===== src/sv/dti64_pkg.sv =====
package dti64_pkg;

	typedef struct packed {
		logic [7:0] ch;
		logic       end_of_string;
	} byte_item_t;

	typedef struct packed {
		logic signed [63:0] value;
		logic [1:0]         status;
	} res_item_t;

	// Converter state as it stands after the final byte of a string.
	typedef struct packed {
		logic        negative;
		logic        overflowed;
		logic        has_digits;
		logic [63:0] accumulator;
	} raw_res_t;

	localparam logic [1:0] ST_OK        = 2'd0;
	localparam logic [1:0] ST_NO_DIGITS = 2'd1;
	localparam logic [1:0] ST_OVERFLOW  = 2'd2;

endpackage


===== src/sv/dti64_in_reg.sv =====
module dti64_in_reg import dti64_pkg::*; (
	input  logic       clk,
	input  logic       arst_n,
	input  logic       byte_valid,
	input  byte_item_t byte_item,
	output logic       byte_stall,
	input  logic       advance,
	output logic       valid_s1,
	output byte_item_t item_s1
);

	assign byte_stall = valid_s1 && !advance;

	always_ff @(posedge clk or negedge arst_n) begin
		if (!arst_n) begin
			valid_s1 <= 1'b0;
		end else if (!byte_stall) begin
			valid_s1 <= byte_valid;
		end
	end

	always_ff @(posedge clk) begin
		if (byte_valid && !byte_stall) begin
			item_s1 <= byte_item;
		end
	end

endmodule


===== src/sv/dti64_core.sv =====
module dti64_core import dti64_pkg::*; (
	input  logic       clk,
	input  logic       arst_n,
	input  logic       step,
	input  byte_item_t item,
	output logic       emit,
	output raw_res_t   raw
);

	typedef enum logic [2:0] {
		PH_FIRST,
		PH_SKIP_WS,
		PH_SIGN,
		PH_NEED_DIGIT,
		PH_DIGITS,
		PH_DONE_OK,
		PH_DONE_NONE
	} phase_t;

	localparam logic [7:0]  CH_NUL   = 8'h00;
	localparam logic [7:0]  CH_TAB   = 8'h09;
	localparam logic [7:0]  CH_CR    = 8'h0D;
	localparam logic [7:0]  CH_SPACE = 8'h20;
	localparam logic [7:0]  CH_PLUS  = 8'h2B;
	localparam logic [7:0]  CH_MINUS = 8'h2D;
	localparam logic [7:0]  CH_ZERO  = 8'h30;
	localparam logic [7:0]  CH_NINE  = 8'h39;
	localparam logic [4:0]  MAX_SIG  = 5'd19;
	localparam logic [4:0]  SIG_SAT  = 5'd20;
	localparam logic [63:0] ACC_LIMIT = 64'd922337203685477580;

	phase_t      phase_q, phase_n;
	logic        neg_q, neg_n;
	logic        ovf_q, ovf_n;
	logic [63:0] acc_q, acc_n;
	logic [4:0]  sig_q, sig_n;

	logic        is_nul, is_sp, is_dig;
	logic [3:0]  dig;
	logic [4:0]  sig_inc;
	logic [63:0] acc_mul;
	logic        after_ws;
	logic        take;

	assign is_nul  = item.ch == CH_NUL;
	assign is_sp   = item.ch == CH_SPACE || (item.ch >= CH_TAB && item.ch <= CH_CR);
	assign is_dig  = item.ch >= CH_ZERO && item.ch <= CH_NINE;
	assign dig     = item.ch[3:0];
	assign sig_inc = (sig_q < SIG_SAT) ? sig_q + 5'd1 : sig_q;
	// times ten as shift-add; acc_q is at most the limit here, so no carry is lost
	assign acc_mul = (acc_q << 3) + (acc_q << 1) + {60'd0, dig};

	always_comb begin
		phase_n  = phase_q;
		neg_n    = neg_q;
		ovf_n    = ovf_q;
		acc_n    = acc_q;
		sig_n    = sig_q;
		after_ws = 1'b0;
		take     = 1'b0;
		if (!is_nul) begin
			case (phase_q)
				PH_FIRST: begin
					if (is_sp) phase_n = PH_SKIP_WS;
					else after_ws = 1'b1;
				end
				PH_SKIP_WS: begin
					if (!is_sp) after_ws = 1'b1;
				end
				PH_SIGN: after_ws = 1'b1;
				PH_NEED_DIGIT: begin
					if (is_dig) take = 1'b1;
					else phase_n = PH_DONE_NONE;
				end
				PH_DIGITS: begin
					if (is_dig) take = 1'b1;
					else phase_n = PH_DONE_OK;
				end
				PH_DONE_OK: ;
				default: phase_n = PH_DONE_NONE;
			endcase
		end
		if (after_ws) begin
			if (item.ch == CH_MINUS) begin
				neg_n   = 1'b1;
				phase_n = PH_NEED_DIGIT;
			end else if (item.ch == CH_PLUS) begin
				phase_n = PH_NEED_DIGIT;
			end else if (is_dig) begin
				take = 1'b1;
			end else begin
				phase_n = PH_DONE_NONE;
			end
		end
		if (take) begin
			phase_n = PH_DIGITS;
			// leading zeros leave the count alone
			if (!ovf_q && !(acc_q == 64'd0 && dig == 4'd0)) begin
				sig_n = sig_inc;
				if (sig_inc > MAX_SIG || acc_q > ACC_LIMIT) begin
					ovf_n = 1'b1;
				end else begin
					acc_n = acc_mul;
					if (acc_mul[63]) ovf_n = 1'b1;
				end
			end
		end
	end

	assign emit            = is_nul || item.end_of_string;
	assign raw.negative    = neg_n;
	assign raw.overflowed  = ovf_n;
	assign raw.has_digits  = phase_n == PH_DIGITS || phase_n == PH_DONE_OK;
	assign raw.accumulator = acc_n;

	always_ff @(posedge clk or negedge arst_n) begin
		if (!arst_n) begin
			phase_q <= PH_FIRST;
			neg_q   <= 1'b0;
			ovf_q   <= 1'b0;
			acc_q   <= 64'd0;
			sig_q   <= 5'd0;
		end else if (step) begin
			// a finished string leaves the converter ready for the next one
			if (emit) begin
				phase_q <= PH_FIRST;
				neg_q   <= 1'b0;
				ovf_q   <= 1'b0;
				acc_q   <= 64'd0;
				sig_q   <= 5'd0;
			end else begin
				phase_q <= phase_n;
				neg_q   <= neg_n;
				ovf_q   <= ovf_n;
				acc_q   <= acc_n;
				sig_q   <= sig_n;
			end
		end
	end

endmodule


===== src/sv/dti64_out_reg.sv =====
module dti64_out_reg import dti64_pkg::*; (
	input  logic      clk,
	input  logic      arst_n,
	input  logic      load,
	input  raw_res_t  raw,
	output logic      ready,
	output logic      res_valid,
	input  logic      res_stall,
	output res_item_t res_item
);

	logic     valid_q;
	raw_res_t raw_q;

	assign ready     = !valid_q || !res_stall;
	assign res_valid = valid_q;

	always_ff @(posedge clk or negedge arst_n) begin
		if (!arst_n) begin
			valid_q <= 1'b0;
		end else if (load) begin
			valid_q <= 1'b1;
		end else if (!res_stall) begin
			valid_q <= 1'b0;
		end
	end

	always_ff @(posedge clk) begin
		if (load) begin
			raw_q <= raw;
		end
	end

	always_comb begin
		if (!raw_q.has_digits) begin
			res_item.value  = 64'sd0;
			res_item.status = ST_NO_DIGITS;
		end else if (raw_q.overflowed) begin
			res_item.value  = raw_q.negative ? -64'sd1 : 64'sd1;
			res_item.status = ST_OVERFLOW;
		end else begin
			res_item.value  = raw_q.negative ? -$signed(raw_q.accumulator)
			                                 : $signed(raw_q.accumulator);
			res_item.status = ST_OK;
		end
	end

endmodule


===== src/sv/decimal_text_to_int64.sv =====
// A string's last byte passes the input register, then its result loads into the result register.
// One byte per cycle unless a full result register stalls; converter state updates once per byte.
// A byte waits in the input register only while the result register is full and stalled.
// Reset (arst_n low, asynchronous): both registers empty, converter awaits the first byte.
module decimal_text_to_int64 import dti64_pkg::*; (
	input  logic       clk,
	input  logic       arst_n,
	input  logic       byte_valid,
	output logic       byte_stall,
	input  byte_item_t byte_item,
	output logic       res_valid,
	input  logic       res_stall,
	output res_item_t  res_item
);

	logic       valid_s1;
	byte_item_t item_s1;
	logic       ready;
	logic       advance;
	logic       emit;
	raw_res_t   raw;

	assign advance = valid_s1 && ready;

	dti64_in_reg u_in_reg (
		.clk        (clk),
		.arst_n     (arst_n),
		.byte_valid (byte_valid),
		.byte_item  (byte_item),
		.byte_stall (byte_stall),
		.advance    (advance),
		.valid_s1   (valid_s1),
		.item_s1    (item_s1)
	);

	dti64_core u_core (
		.clk    (clk),
		.arst_n (arst_n),
		.step   (advance),
		.item   (item_s1),
		.emit   (emit),
		.raw    (raw)
	);

	dti64_out_reg u_out_reg (
		.clk       (clk),
		.arst_n    (arst_n),
		.load      (advance && emit),
		.raw       (raw),
		.ready     (ready),
		.res_valid (res_valid),
		.res_stall (res_stall),
		.res_item  (res_item)
	);

endmodule


===== config.mk =====
export PLATFORM = sky130hd
export DESIGN_NAME = decimal_text_to_int64
export DESIGN_NICKNAME = d
export VERILOG_FILES = /design/src/sv/dti64_pkg.sv /design/src/sv/dti64_in_reg.sv /design/src/sv/dti64_core.sv /design/src/sv/dti64_out_reg.sv /design/src/sv/decimal_text_to_int64.sv
export SDC_FILE = /design/constraint.sdc
export NUM_CORES = 1
export LEC_CHECK = 0
export BUFFER_PORTS_ARGS = -buffer_cell sky130_fd_sc_hd__buf_4
export CORE_MARGIN = 10
export CORE_UTILIZATION = 26
export DETAILED_ROUTE_END_ITERATION = 8
export PLACE_DENSITY_LB_ADDON = 0.05
export SYNTH_ARGS = -nofsm -noshare
export SYNTH_HDL_FRONTEND = slang
export SYNTH_HIERARCHICAL = 1
export SYNTH_SLANG_ARGS = --single-unit
export TNS_END_PERCENT = 1

===== constraint.sdc =====
create_clock -name clk -period 4.2 [get_ports clk]
set_clock_uncertainty 0.1 [all_clocks]
set_input_delay 0.63 -clock clk [delete_from_list [all_inputs] [get_ports clk]]
set_output_delay 0.63 -clock clk [all_outputs]
set_load 0.01 [all_outputs]

==> results, run 1 <==
- The max-capacitance violation count is 0.
- The iteration count of the initial detailed-routing pass is 5.
- The part of the Yosys area used for sequential elements is 30.0%.
- The antenna diode count is 0.
- The overall via count from detail_route is 13.5k.
- During placement, the flow inserted port buffers numbering 80.
- The TritonCTS clock tree is done.
- The areal power density over the cells is 258 nW/µm².
- The total clock sinks is 152.
- The floorplan step defined a die boundary enclosing 63,400 µm².
- The synthesized design contains 76 enable-type register cells.
- The die is 252 µm wide.
- The critical path endpoint category is an output pin.
- The first-pass GRT wire length is 84.6 mm.
- The type of the setup path with the least slack is reg2out.
- In the routed design, unresolved DRC markers number 0.
- Setup repair after global routing could not meet its margin everywhere.
- Fill cells in the final layout number 5,640.
- The worst setup path is launched from a flop.
- Yosys instantiated no cell more often than sky130_fd_sc_hd__nand2_1.
- The via count of the first global-routing pass is 13.2k.
- The min-delay analysis places its worst path in the category in2async.
- Measured on the finished design, the core utilization comes to 31.4%.
- Counting instances in the post-synthesis netlist gives the leading cell types as sky130_fd_sc_hd__nand2_1 (150), sky130_fd_sc_hd__a21oi_1 (132), sky130_fd_sc_hd__ha_1 (124), sky130_fd_sc_hd__nor2_1 (124), sky130_fd_sc_hd__o21ai_0 (106).
- The async set-or-reset flop fraction in the synthesized netlist is 50.0%.
- The average cell area after synthesis is 8.52 µm².
- The number of nets with antenna violations after routing is 0.
- The summed instance area of the synthesized netlist is 14,000 µm².
- The last weighted congestion value of the routability-driven placer is 0.856.
- The slack of the critical path is 0.116 ns.
- The initial antenna violation count came to 6.
- Once detailed placement completed, the half-perimeter wirelength came to 43.2 mm.
- The die is 252 µm tall.
- The number of placed instances, taps included, is 2,414.
- Ranked by total cell area, the synthesized netlist is headed by sky130_fd_sc_hd__edfxtp_1 (16%), sky130_fd_sc_hd__dfrtp_1 (14%), sky130_fd_sc_hd__ha_1 (11%).
- The setup check on the worst reg-to-reg path leaves a slack of 0.18 ns.
- The number of setup violations in the final report is 0.
- The clock insertion delay at the later pin of the skew report is 0.47 ns.
- Headroom to the max-slew limit came out at 31.7%.
- The tightest hold path in the finished design has a slack of 0.0858 ns.
- The proportion of layout cells with a drive suffix above 1 is 18.5%.
- The number of standard cells in the layout, taps in and fillers out is 2,448.
- The H-tree depth is 4.
- The maximum number of pins on one net before global-route repair is 46.
- The run finished with clean final reports.
- The pre-CTS worst setup slack is 0.0267 ns.
- Based on the critical path, the design can be clocked at up to 0.245 GHz.
- The count of warnings emitted by yosys is 6.
- The clock slew at the register clock pins of the worst setup and hold paths is 0.08 ns.
- The number of hold violations in the final report is 0.
- The worst path needs 4.08 ns of the cycle, external delays included.
- The power after layout is 4.28 mW.
- The final layout net count is 1,886.
- Across the VDD grid, the largest voltage drop is 0.297 mV.
- The reported leakage power is 7.26 nW.
- The post-detailed-route wirelength per cell is 22.8 µm.
- Across every metal layer, demand over resource in global routing totals 17.3%.
- The number of vias per cell is 5.50.
- From synthesis to final layout, the design area changed by 19.0%.
- The post-synth net total is 1,778.
- STA puts the critical path data arrival time at 3.35 ns.
- For this design, the CTS-stage hold fixing added 0 buffers.
- The register bit total from synthesis is 152.
- The top flip-flop cell by instance count after synthesis is sky130_fd_sc_hd__edfxtp_1.
- For this run the aggregate overflow at the end of global routing stands at 0.
- The total detailed-routing wirelength is 55.9 mm.
- The clock passes through at most 2 buffers.
- The cell chosen for the clock root is sky130_fd_sc_hd__clkbuf_16.
- Synthesis produced a netlist whose cell count is 1,639.
- The core area is 52,900 µm².
- The largest fanout on the critical path is 12.
- The number of clock buffers added by TritonCTS is 17.
- Data on the critical path is required at its endpoint by 3.47 ns.
- In this run the count of I/O pins placed on the die edge is 81.
- sky130_fd_sc_hd__edfxtp_1 takes more of the synthesized area than any other cell.
- For the pin with the worst max-slew slack, the measured transition is 1.02 ns.
- The count of cell types in the netlist is 83.
- Once the floorplan was initialized, standard cells occupied 26.4% of the core.
- The number of pins exceeding their max-slew limit in the final report came to 0.
- Of the available clock period, the critical path in the final layout requires 97.2%.
- The number of standard-cell rows in the floorplan is 84.
- The share of the synthesized area in the top cell type is 16.3%.
- The detailed router's first-iteration violation count is 984.
## power breakdown
| group | internal, mW | total [mW] | switching, mW |
|---|---|---|---|
| clock | 0.892 | 1.63 | 0.742 |
| sequential | 1.65 | 1.78 | 0.121 |
| combinational | 0.334 | 0.876 | 0.542 |
## cells in the final DEF, fill, tap and decap left out, types with 26 or more instances in the layout
master	n
sky130_fd_sc_hd__nand2_1	148
sky130_fd_sc_hd__nor2b_1	31
sky130_fd_sc_hd__mux2_4	26
sky130_fd_sc_hd__o21ai_0	105
sky130_fd_sc_hd__nor4_1	40
sky130_fd_sc_hd__a22o_1	37
sky130_fd_sc_hd__edfxtp_1	76
sky130_fd_sc_hd__xnor2_1	31
sky130_fd_sc_hd__nor3_1	46
sky130_fd_sc_hd__buf_4	177
sky130_fd_sc_hd__a21oi_1	131
sky130_fd_sc_hd__a31oi_1	29
sky130_fd_sc_hd__nor2_1	121
sky130_fd_sc_hd__xor2_1	28
sky130_fd_sc_hd__ha_1	124
sky130_fd_sc_hd__a21o_1	33
sky130_fd_sc_hd__dfrtp_1	75
sky130_fd_sc_hd__inv_1	46
sky130_fd_sc_hd__nand4_1	49
sky130_fd_sc_hd__nand3_1	38
sky130_fd_sc_hd__or3_1	26
## what timing repair did
item	4_1_cts	5_1_grt
gates resized for setup	4	18
pin swaps	1	5
endpoints found under the setup margin	5	30
endpoints found under the hold margin	0	0
setup buffers	0	2
## registers in the layout, indices dropped and copies added (netlist names)
| name | cells |
|---|---|
| u_core/sig_q | 5 |
| u_core/acc_q | 64 |
| u_core/phase_q | 3 |
| u_core/neg_q | 1 |
| u_out_reg/raw_q | 67 |
| u_in_reg/valid_s1 | 1 |
| u_in_reg/item_s1 | 9 |
| u_core/ovf_q | 1 |
| u_out_reg/res_valid | 1 |
## cell families (layout without fill, tap and decap cells)
family / after synthesis / after routing / share of synthesized area, %
simple gates: 598 / 598 / 21.8
compound gates: 517 / 517 / 24.8
flops: 152 / 152 / 30.0
buf+inv: 144 / 265 / 4.23
fa+ha+maj: 126 / 126 / 11.4
xor+xnor: 59 / 59 / 3.70
mux: 43 / 43 / 4.09
## cell type report
class / count / area, µm² / area share (%)
inverters: 48 / 180 / 1.08
well taps: 688 / 861 / 5.18
flip-flops and latches: 152 / 4190 / 25.2
repair buffers: 185 / 1490 / 8.96
clock buffers: 18 / 429 / 2.58
clock inverters: 14 / 161 / 0.971
multi-input cells: 1343 / 9320 / 56.1
## path summary, 6_finish.rpt
kind                                startpoint             endpoint  cells past startpoint
max                        u_out_reg/raw_q[17]         res_item[49]                      6
min in group clk                  byte_item[4]  u_in_reg/item_s1[4]                      1
min reg2reg                    u_core/sig_q[0]      u_core/sig_q[0]                      1
max reg2reg                u_in_reg/item_s1[4]  u_out_reg/raw_q[56]                     14
min                                     arst_n      u_core/acc_q[2]                      1
max in group asynchronous               arst_n     u_core/acc_q[63]                      2
## critical path, stage by stage (launching register included)
cell                       delay [ns]
sky130_fd_sc_hd__edfxtp_1        0.50
sky130_fd_sc_hd__or4_4           0.60
sky130_fd_sc_hd__or3_4           0.45
sky130_fd_sc_hd__or4_4           0.57
sky130_fd_sc_hd__or4_1           0.48
sky130_fd_sc_hd__nand3_1         0.13
sky130_fd_sc_hd__buf_4           0.14
## per-stage QoR
stage / TNS, ns / instance area, µm²
5_1_grt: -0.146 / 16600
2_1_floorplan: 0 / 14000
6_report: 0 / 16600
3_3_place_gp: 0 / 15900
3_5_place_dp: 0 / 15900
4_1_cts: -0.0167 / 16500
## metal layers
| layer | routed length (µm) | GRT usage [%] |
|---|---|---|
| met1 | 28400 | 24.8 |
| met2 | 24600 | 27.0 |
| met3 | 1990 | 1.75 |
| met4 | 859 | 4.74 |
| met5 | 0 | 0 |
No activity file was read; power rests on OpenSTA's default activity.
==> run 2, diff against run 1 <==
- SYNTH_HIERARCHICAL: 1 -> unset
==> run 2 against run 1 <==
Cell count down 3.1%. Utilization up 0.12 points. Die area down 2.5%. Global-route usage down 1.1 points. Synthesized cell count down 4.0%. Clock power down 4%. Fmax down 1.6%. Register-to-register slack worse by 0.10 ns. Area after synthesis down 2.7%. Sequential cell count unchanged. Critical endpoint is now res_item[50]. Largest power group unchanged. Highest routed layer unchanged.
==> results, run 2 <==
- Measured in cells, the most critical reg-to-reg path has a length of 13.
- The normalized max-slew margin is 25.5%.
- The number of buffers inserted by hold repair at cts is 0.
- The first-pass GRT wire length is 78.8 mm.
- The number of nets with antenna violations after routing is 0.
- The top flip-flop cell by instance count after synthesis is sky130_fd_sc_hd__edfxtp_1.
- The total detailed-routing wirelength is 51.4 mm.
- STA classifies the critical path startpoint as a flop.
- In this run the static leakage power is 7.40 nW.
- The arrival time of data at the critical path endpoint is 3.42 ns.
- Across all layers, the routed design uses 12.6k vias.
- The number of pins exceeding their max-slew limit in the final report is 0.
- During placement, the flow inserted port buffers numbering 80.
- In the post-synthesis netlist, the cell with the most instances is sky130_fd_sc_hd__a21oi_1.
- The part of the Yosys area used for sequential elements is 30.8%.
- The iteration count of the initial detailed-routing pass is 4.
- Global routing used 16.1% of the available tracks.
- The achievable frequency is 0.241 GHz.
- The H-tree depth is 4.
- The setup check on the worst reg-to-reg path leaves a slack of 0.08 ns.
- The antenna diode count is 0.
- The number of nets handed over by synthesis was 1,712.
- After detailed routing, the average wire length per cell comes to 21.7 µm.
- The initial antenna violation count is 2.
- In this run the mean area of a mapped cell was 8.64 µm².
- At the pin with the least slew margin, the transition time is 1.12 ns.
- Clock-pin slew was measured on the worst setup and hold paths at 0.07 ns.
- The core area is 51,500 µm².
- The maximum number of pins on one net before global-route repair is 97.
- Data on the critical path is required at its endpoint by 3.47 ns.
- Yosys mapped a number of flops with a built-in enable equal to 76.
- More flip-flops sit in one register than any other, and that register is u_out_reg.raw_q.
- For the final routed database, the setup TNS stands at 0 ns.
- During synthesis, Yosys emitted a total of 0 warnings.
- The die covers 61,800 µm².
- After layout, the worst path uses 98.9% of the clock period.
- Using the TritonRoute via totals, the vias-per-cell ratio works out to 5.32.
- The largest voltage drop on the vdd net is 0.296 mV.
- The final layout net count is 1,819.
- The number of DRC violations after detailed routing is 0.
- The total overflow left after global routing is 0.
- The largest fanout on the critical path is 6.
- The clock insertion delay at the later pin of the skew report is 0.46 ns.
- The maximum number of buffers from clock root to sink is 2.
- The largest total area in the synthesized netlist belongs to sky130_fd_sc_hd__edfxtp_1.
- Of the total power, combinational logic draws 14.4%.
- Cells fill 31.6% of the core in the end.
- The last weighted congestion value of the routability-driven placer is 0.862.
- Across the run, the number of max-cap violations was 0.
- The vertical die dimension is 249 µm.
- The async set-or-reset flop fraction in the synthesized netlist is 50.0%.
- The detailed router's first-iteration violation count is 740.
- Sorting the synthesized cells by area gives the leading types as sky130_fd_sc_hd__edfxtp_1 (17%), sky130_fd_sc_hd__dfrtp_1 (14%), sky130_fd_sc_hd__ha_1 (11%).
- The library cell used most frequently in the layout, excluding fill and tap cells, is sky130_fd_sc_hd__buf_4.
- Dividing total power by cell area gives a power density of 235 nW/µm².
- The worst setup path is captured at an output pin.
- The tree is rooted in a sky130_fd_sc_hd__clkbuf_16.
- The post-layout minimum cycle time is 4.15 ns.
- The share of the synthesized area in the top cell type is 16.8%.
- TritonCTS built the clock tree.
- The net switching share of the total power is 30.0%.
- Of the total power, registers draw 44.8%.
- The number of flip-flops under the largest register name is 67.
- Counting distinct cell types in the post-synthesis netlist gives 89.
- The via count of the first global-routing pass is 12.6k.
- During I/O placement, the number of pins put on the boundary was 81.
- The number of hold violations in the final report is 0.
- The run finished with clean final reports.
- The largest registers in the layout are u_out_reg.raw_q: 67 flops, u_core.acc_q: 64 flops, u_in_reg.item_s1: 9 flops.
- The worst hold path belongs to the class in2async.
- The summed instance area of the synthesized netlist is 13,600 µm².
- Summed over all nets, the switching power comes to 1.15 mW.
- The clock network accounts for 40.8% of the total power.
- The total clock sinks is 152.
- The internal power of the cells totals 2.68 mW.
- The estimated wirelength of the detail-placed design is 40.1 mm.
- Counting flops and latches in the post-synthesis netlist gives 152.
- After technology mapping, the gate count stands at 1,573.
- The width of the die is 249 µm.
- From synthesis to final layout, the design area changed by 19.6%.
- Once the floorplan was initialized, standard cells occupied 26.4% of the core.
- The commonest cells after synthesis are sky130_fd_sc_hd__a21oi_1 (159), sky130_fd_sc_hd__nand2_1 (152), sky130_fd_sc_hd__o21ai_0 (140), sky130_fd_sc_hd__ha_1 (124), sky130_fd_sc_hd__nor2_1 (103).
- The number of standard-cell rows in the floorplan is 83.
- The endpoint identified for the worst register-to-register timing path is u_out_reg.raw_q[47].
- The type of the setup path with the least slack is reg2out.
- Setup violations remaining at the end of the flow were counted as 0.
- The startpoint identified for the worst register-to-register timing path is u_core.acc_q[2].
- The final hold slack is 0.182 ns.
- The number of buffers created by CTS is 17.
- Setup repair after global routing could not meet its margin everywhere.
- Of the cells placed in the final design, the portion with a size suffix greater than 1 is 19.0%.
- The library cells used most frequently in the layout, excluding fill and tap cells, are sky130_fd_sc_hd__buf_4 (159), sky130_fd_sc_hd__a21oi_1 (157), sky130_fd_sc_hd__nand2_1 (149).
-- run 2: changes by cell type after synthesis, sizes merged, moves of 12 or more --
cell and delta:
o21ai +40, nand4 -21, mux2 +13, and2 +13, clkbuf -26, a31oi -15
nor4 -12, a31o -19, nor2 -21, nor2b -27, or4 -12, a21oi +30
-- run 2: layer usage --
layer	up-vias	GRT usage [%]	part of all wire (%)
met5	-	0	0
met4	0	4.86	2.2
met3	49	2.49	3.8
met2	245	24.4	43
met1	6104	23.1	51
li1	6219	-	-
-- run 2: per-stage QoR --
stage	power (mW)	cell area [µm²]	setup slack [ns]	instances
3_3_place_gp	2.29	15400	0.0504	2332
5_1_grt	4.00	16300	-0.105	2373
4_1_cts	3.88	16000	-0.0568	2364
2_1_floorplan	1.99	13600	0.409	1573
6_report	3.83	16300	0.0475	2373
3_5_place_dp	2.29	15400	0.0553	2332
-- run 2: power by group through the flow --
stage	clock, mW	sequential [mW]	combinational [mW]
after CTS	1.62	1.71	0.551
after detailed placement	0	1.74	0.550
after global placement	0	1.74	0.552
after floorplan	0	1.70	0.294
after global routing	1.67	1.73	0.612
final	1.56	1.72	0.549
-- run 2: worst max-delay path, stage by stage, from the launching register on --
cell and delay (ns):
sky130_fd_sc_hd__edfxtp_1 0.50, sky130_fd_sc_hd__or4_4 0.60, sky130_fd_sc_hd__nor3_4 0.24, sky130_fd_sc_hd__and3_4 0.24, sky130_fd_sc_hd__and3_4 0.22, sky130_fd_sc_hd__nand4_4 0.14, sky130_fd_sc_hd__buf_6 0.18, sky130_fd_sc_hd__nor3_4 0.25
sky130_fd_sc_hd__and3_1 0.20, sky130_fd_sc_hd__o21ai_1 0.06, sky130_fd_sc_hd__a21oi_1 0.17, sky130_fd_sc_hd__buf_4 0.16
-- run 2: logic make-up (layout without fill, tap and decap cells) --
group	Yosys count	in the layout	synth area share (%)
fa+ha+maj	126	126	11.7
mux	50	50	4.12
simple gates	515	515	19.7
buf+inv	123	243	3.69
compound gates	553	553	26.5
xor+xnor	54	54	3.48
flops	152	152	30.8
-- run 2: worst max-delay path by stage --
| stage | endpoint | slack, ns | cells past startpoint | from |
|---|---|---|---|---|
| 2_1_floorplan | u_out_reg.raw_q[44] | 0.41 | 13 | u_in_reg.item_s1[4] |
| 3_3_place_gp | u_out_reg.raw_q[65] | 0.05 | 14 | u_in_reg.item_s1[4] |
| 3_5_place_dp | u_out_reg.raw_q[65] | 0.06 | 14 | u_in_reg.item_s1[4] |
| 4_1_cts | res_item[17] | -0.06 | 10 | u_out_reg.raw_q[2] |
| 5_1_grt | res_item[62] | -0.11 | 12 | u_out_reg.raw_q[14] |
| 6_report | res_item[50] | 0.05 | 11 | u_out_reg.raw_q[18] |
-- run 2: area by class of cell --
type	count	area [µm²]
Sequential cell	152	4180
Clock buffer	18	439
Inverter	44	165
Fill cell	5467	35200
Multi-Input combinational cell	1298	9150
Timing Repair Buffer	167	1340
Tap cell	680	851
Clock inverter	14	138
-- run 2: timing repair --
action	4_1_cts	5_1_grt
buffers inserted	0	9
endpoints found under the setup margin	15	51
pin swaps	1	22
gates resized for setup	5	50
hold endpoints to repair	0	0
==> run 3, diff against run 2 <==
--- a/constraint.sdc
+++ b/constraint.sdc
@@ -4,2 +4,2 @@
 set_output_delay 0.63 -clock clk [all_outputs]
-set_load 0.01 [all_outputs]
+set_load 0.05 [all_outputs]
==> run 3 against run 2 <==
The run now ends with negative setup slack left. Cell count grew 0.55%. Critical path depth down 1. Setup slack lost 0.064 ns. Wire length grew 0.14%. Sequential cell count stayed put. Hold slack got worse by 0.14 ns. Total power grew 5.9%. Fmax is 1.5% lower.
==> results, run 3 (synthesis results as in run 2) <==
- In this run the clock root is driven by a sky130_fd_sc_hd__clkbuf_16.
- Along the worst path, the maximum fanout reaches 5.
- For met1 alone, demand over resource in global routing was 23.4%.
- The top cell types in the final layout, fill and taps aside, are sky130_fd_sc_hd__buf_4 (168), sky130_fd_sc_hd__a21oi_1 (155), sky130_fd_sc_hd__nand2_1 (149).
- Data arrives at the worst endpoint at 3.49 ns.
- Summing all multi-input logic gate instances after layout gives 9130 µm².
- For this block, the initial DRC count from the detailed router was 795.
- The estimated wirelength of the detail-placed design is 39.7 mm.
- The cell area reported after detailed placement is 15,400 µm².
- The detailed router placed 12.9k vias in this run.
- Buffers inserted to repair hold after CTS numbered 0.
- The initial core utilization is 26.4%.
- Measured against its own limit, the worst slew margin works out to 22.4%.
- The worst setup path is launched from a flop.
- The maximum number of buffers from clock root to sink is 2.
- The global router's overall resource usage is 16.2%.
- The first-pass GRT wire length is 79.4 mm.
- For this run, the top clock speed supported by timing is 0.237 GHz.
- The reported leakage power is 7.44 nW.
- The number of flip-flops under the largest register name is 67.
- Input and output buffers added on the ports amount to 80.
- The share of total power dissipated in sequential elements is 42.3%.
- In this run the most used layer during global routing was met2.
- The flip-flop and latch area is 4180 µm².
- The die is 249 µm tall.
- The congestion estimate from routability-driven global placement came to 0.856.
- The critical path endpoint category is an output pin.
- In the global route stage, met2 resource usage came out at 25.0%.
- The finished cells cover 16,400 µm².
- Global routing finished with a remaining overflow of 0.
- The initial antenna violation count was 2.
- Counting flops per register, the top entry is u_out_reg.raw_q.
- Of the cells placed in the final design, the portion with a size suffix greater than 1 is 19.6%.
- The total clock sinks is 152.
- Power spread over the standard cell area amounts to 248 nW/µm².
- Dividing the detail-routed wire length by the instance count gives 21.6 µm.
- 0 antenna diodes ended up in the layout.
- The critical path is of the reg2out type.
- The clock slew at the register clock pins of the worst setup and hold paths is 0.06 ns.
- Combinational logic burns 18.7% of the power.
- The slack of the critical path is -0.0165 ns.
- The floorplan has 83 rows.
- The largest voltage drop on the vdd net is 0.297 mV.
- Leaving out fill and tap cells, the most frequent cell in the layout is sky130_fd_sc_hd__buf_4.
- Compared with the post-synthesis result, the final layout area differs by 20.3%.
- The worst hold path belongs to the class in2async.
- The tool flagged a number of max-cap violations equal to 0.
- The count of boundary I/O pins is 81.
- The internal power summed over all cells is 2.72 mW.
- The number of setup violations in the final report is 1.
- The floorplan step set the die width to 249 µm.
- The slew of the pin with the lowest slew margin is 1.16 ns.
- The first detailed-routing pass took 5 iterations.
- For this run, global-route usage on met3 was measured as 1.70%.
- Setup repair after global routing could not meet its margin everywhere.
- Buffers inserted during clock tree synthesis total 17.
- Of the available clock period, the critical path in the final layout requires 100%.
- TritonCTS built the clock tree.
- The power after layout is 4.05 mW.
- The number of nets with antenna violations after routing is 0.
- The analysis attributes to net switching a power of 1.33 mW.
- The number of fill cells is 5,503.
- The number of hold violations in the final report is 0.
- The worst path in the final design needs a cycle of 4.22 ns, including I/O delays and setup.
- The clock insertion delay at the later pin of the skew report is 0.47 ns.
- Of the total power, the share spent switching nets is 32.8%.
- After detailed routing, the number of remaining DRC violations is 0.
- The largest registers in the layout are u_out_reg.raw_q: 67 flops, u_core.acc_q: 64 flops, u_in_reg.item_s1: 9 flops.
- STA puts the critical path data required time at 3.47 ns.
- Using the TritonRoute via totals, the vias-per-cell ratio works out to 5.40.
- The floorplan step defined a die boundary enclosing 61,800 µm².
- The number of pins exceeding their max-slew limit in the final report was 0.
- The final layout net count is 1,832.
- Wires add up to 51.5 mm.
- The via count of the first global-routing pass came to 12.6k.
- The H-tree depth is 4.
- Timing analysis after detailed placement gives a worst setup slack of -0.00703 ns.
- The run finished, with violations left.
- The maximum number of pins on one net before global-route repair is 97.
- The clock network burns 39.0% of the power.
- The core area is 51,500 µm².
- The final reports fail on negative setup slack.
## run 3: changes by cell type in the layout (fill, tap and decap cells not counted), moves of 3 or more
cell | before | now
sky130_fd_sc_hd__or3_4 | 3 | 0
sky130_fd_sc_hd__buf_4 | 159 | 168
sky130_fd_sc_hd__o21ai_0 | 129 | 133
sky130_fd_sc_hd__o21ai_1 | 16 | 13
sky130_fd_sc_hd__buf_6 | 2 | 6
sky130_fd_sc_hd__nor4_2 | 4 | 8
sky130_fd_sc_hd__or3_1 | 22 | 25
sky130_fd_sc_hd__nor4_1 | 25 | 22
sky130_fd_sc_hd__inv_6 | 6 | 3
## run 3: power by group through the flow
stage / clock network, mW / registers, mW / logic, mW
after floorplan: 0 / 1.70 / 0.486
after global placement: 0 / 1.74 / 0.748
after detailed placement: 0 / 1.74 / 0.745
after CTS: 1.63 / 1.71 / 0.756
after global routing: 1.68 / 1.72 / 0.818
final: 1.58 / 1.71 / 0.757
## run 3: final cells by class
class | instances | share of cell area, %
inverters | 44 | 1.01
flip-flops and latches | 152 | 25.6
clock buffers | 19 | 2.65
clock inverters | 13 | 0.888
repair buffers | 180 | 8.86
multi-input cells | 1298 | 55.8
well taps | 680 | 5.20
## run 3: critical path, stage by stage (launching register included)
cell	delay [ns]
sky130_fd_sc_hd__edfxtp_1	0.45
sky130_fd_sc_hd__or4_4	0.59
sky130_fd_sc_hd__nor3_4	0.25
sky130_fd_sc_hd__and3_4	0.22
sky130_fd_sc_hd__and3_4	0.22
sky130_fd_sc_hd__nand4_4	0.17
sky130_fd_sc_hd__o41ai_4	0.43
sky130_fd_sc_hd__a32oi_1	0.15
sky130_fd_sc_hd__o21ai_1	0.19
sky130_fd_sc_hd__and2_1	0.19
sky130_fd_sc_hd__buf_6	0.17
## run 3: worst paths after layout
path	start	to	slack, ns	cells past startpoint
max reg2reg	u_in_reg.item_s1[4]	u_out_reg.raw_q[56]	0.15	13
min	arst_n	u_core.acc_q[17]	0.04	1
max	u_out_reg.raw_q[19]	res_item[64]	-0.02	10
max in group asynchronous	arst_n	u_core.acc_q[48]	3.17	2
min reg2reg	u_core.sig_q[0]	u_core.sig_q[0]	0.42	1
min in group clk	byte_item[1]	u_in_reg.item_s1[1]	0.24	1
## run 3: routing by layer
layer,wire (µm),share of wire (%)
met4,930,1.8
met5,0,0
met1,26500,51
met2,22700,44
met3,1310,2.5
## run 3: repair_timing
item                                    4_1_cts  5_1_grt
gates resized for setup                      10       44
endpoints found under the setup margin       17       47
pin swaps                                     3       24
setup buffers                                 6       12
## run 3: per-stage QoR
stage          hold slack [ns]  setup TNS [ns]  std cells  util, %
2_1_floorplan            0.234               0       1573        -
3_3_place_gp             0.404               0       2336     29.9
3_5_place_dp             0.413        -0.00703       2336     29.9
4_1_cts                 0.0429       -0.000393       2374     31.2
5_1_grt                 0.0584          -0.663       2386     31.7
6_report                0.0414         -0.0165       2386     31.7
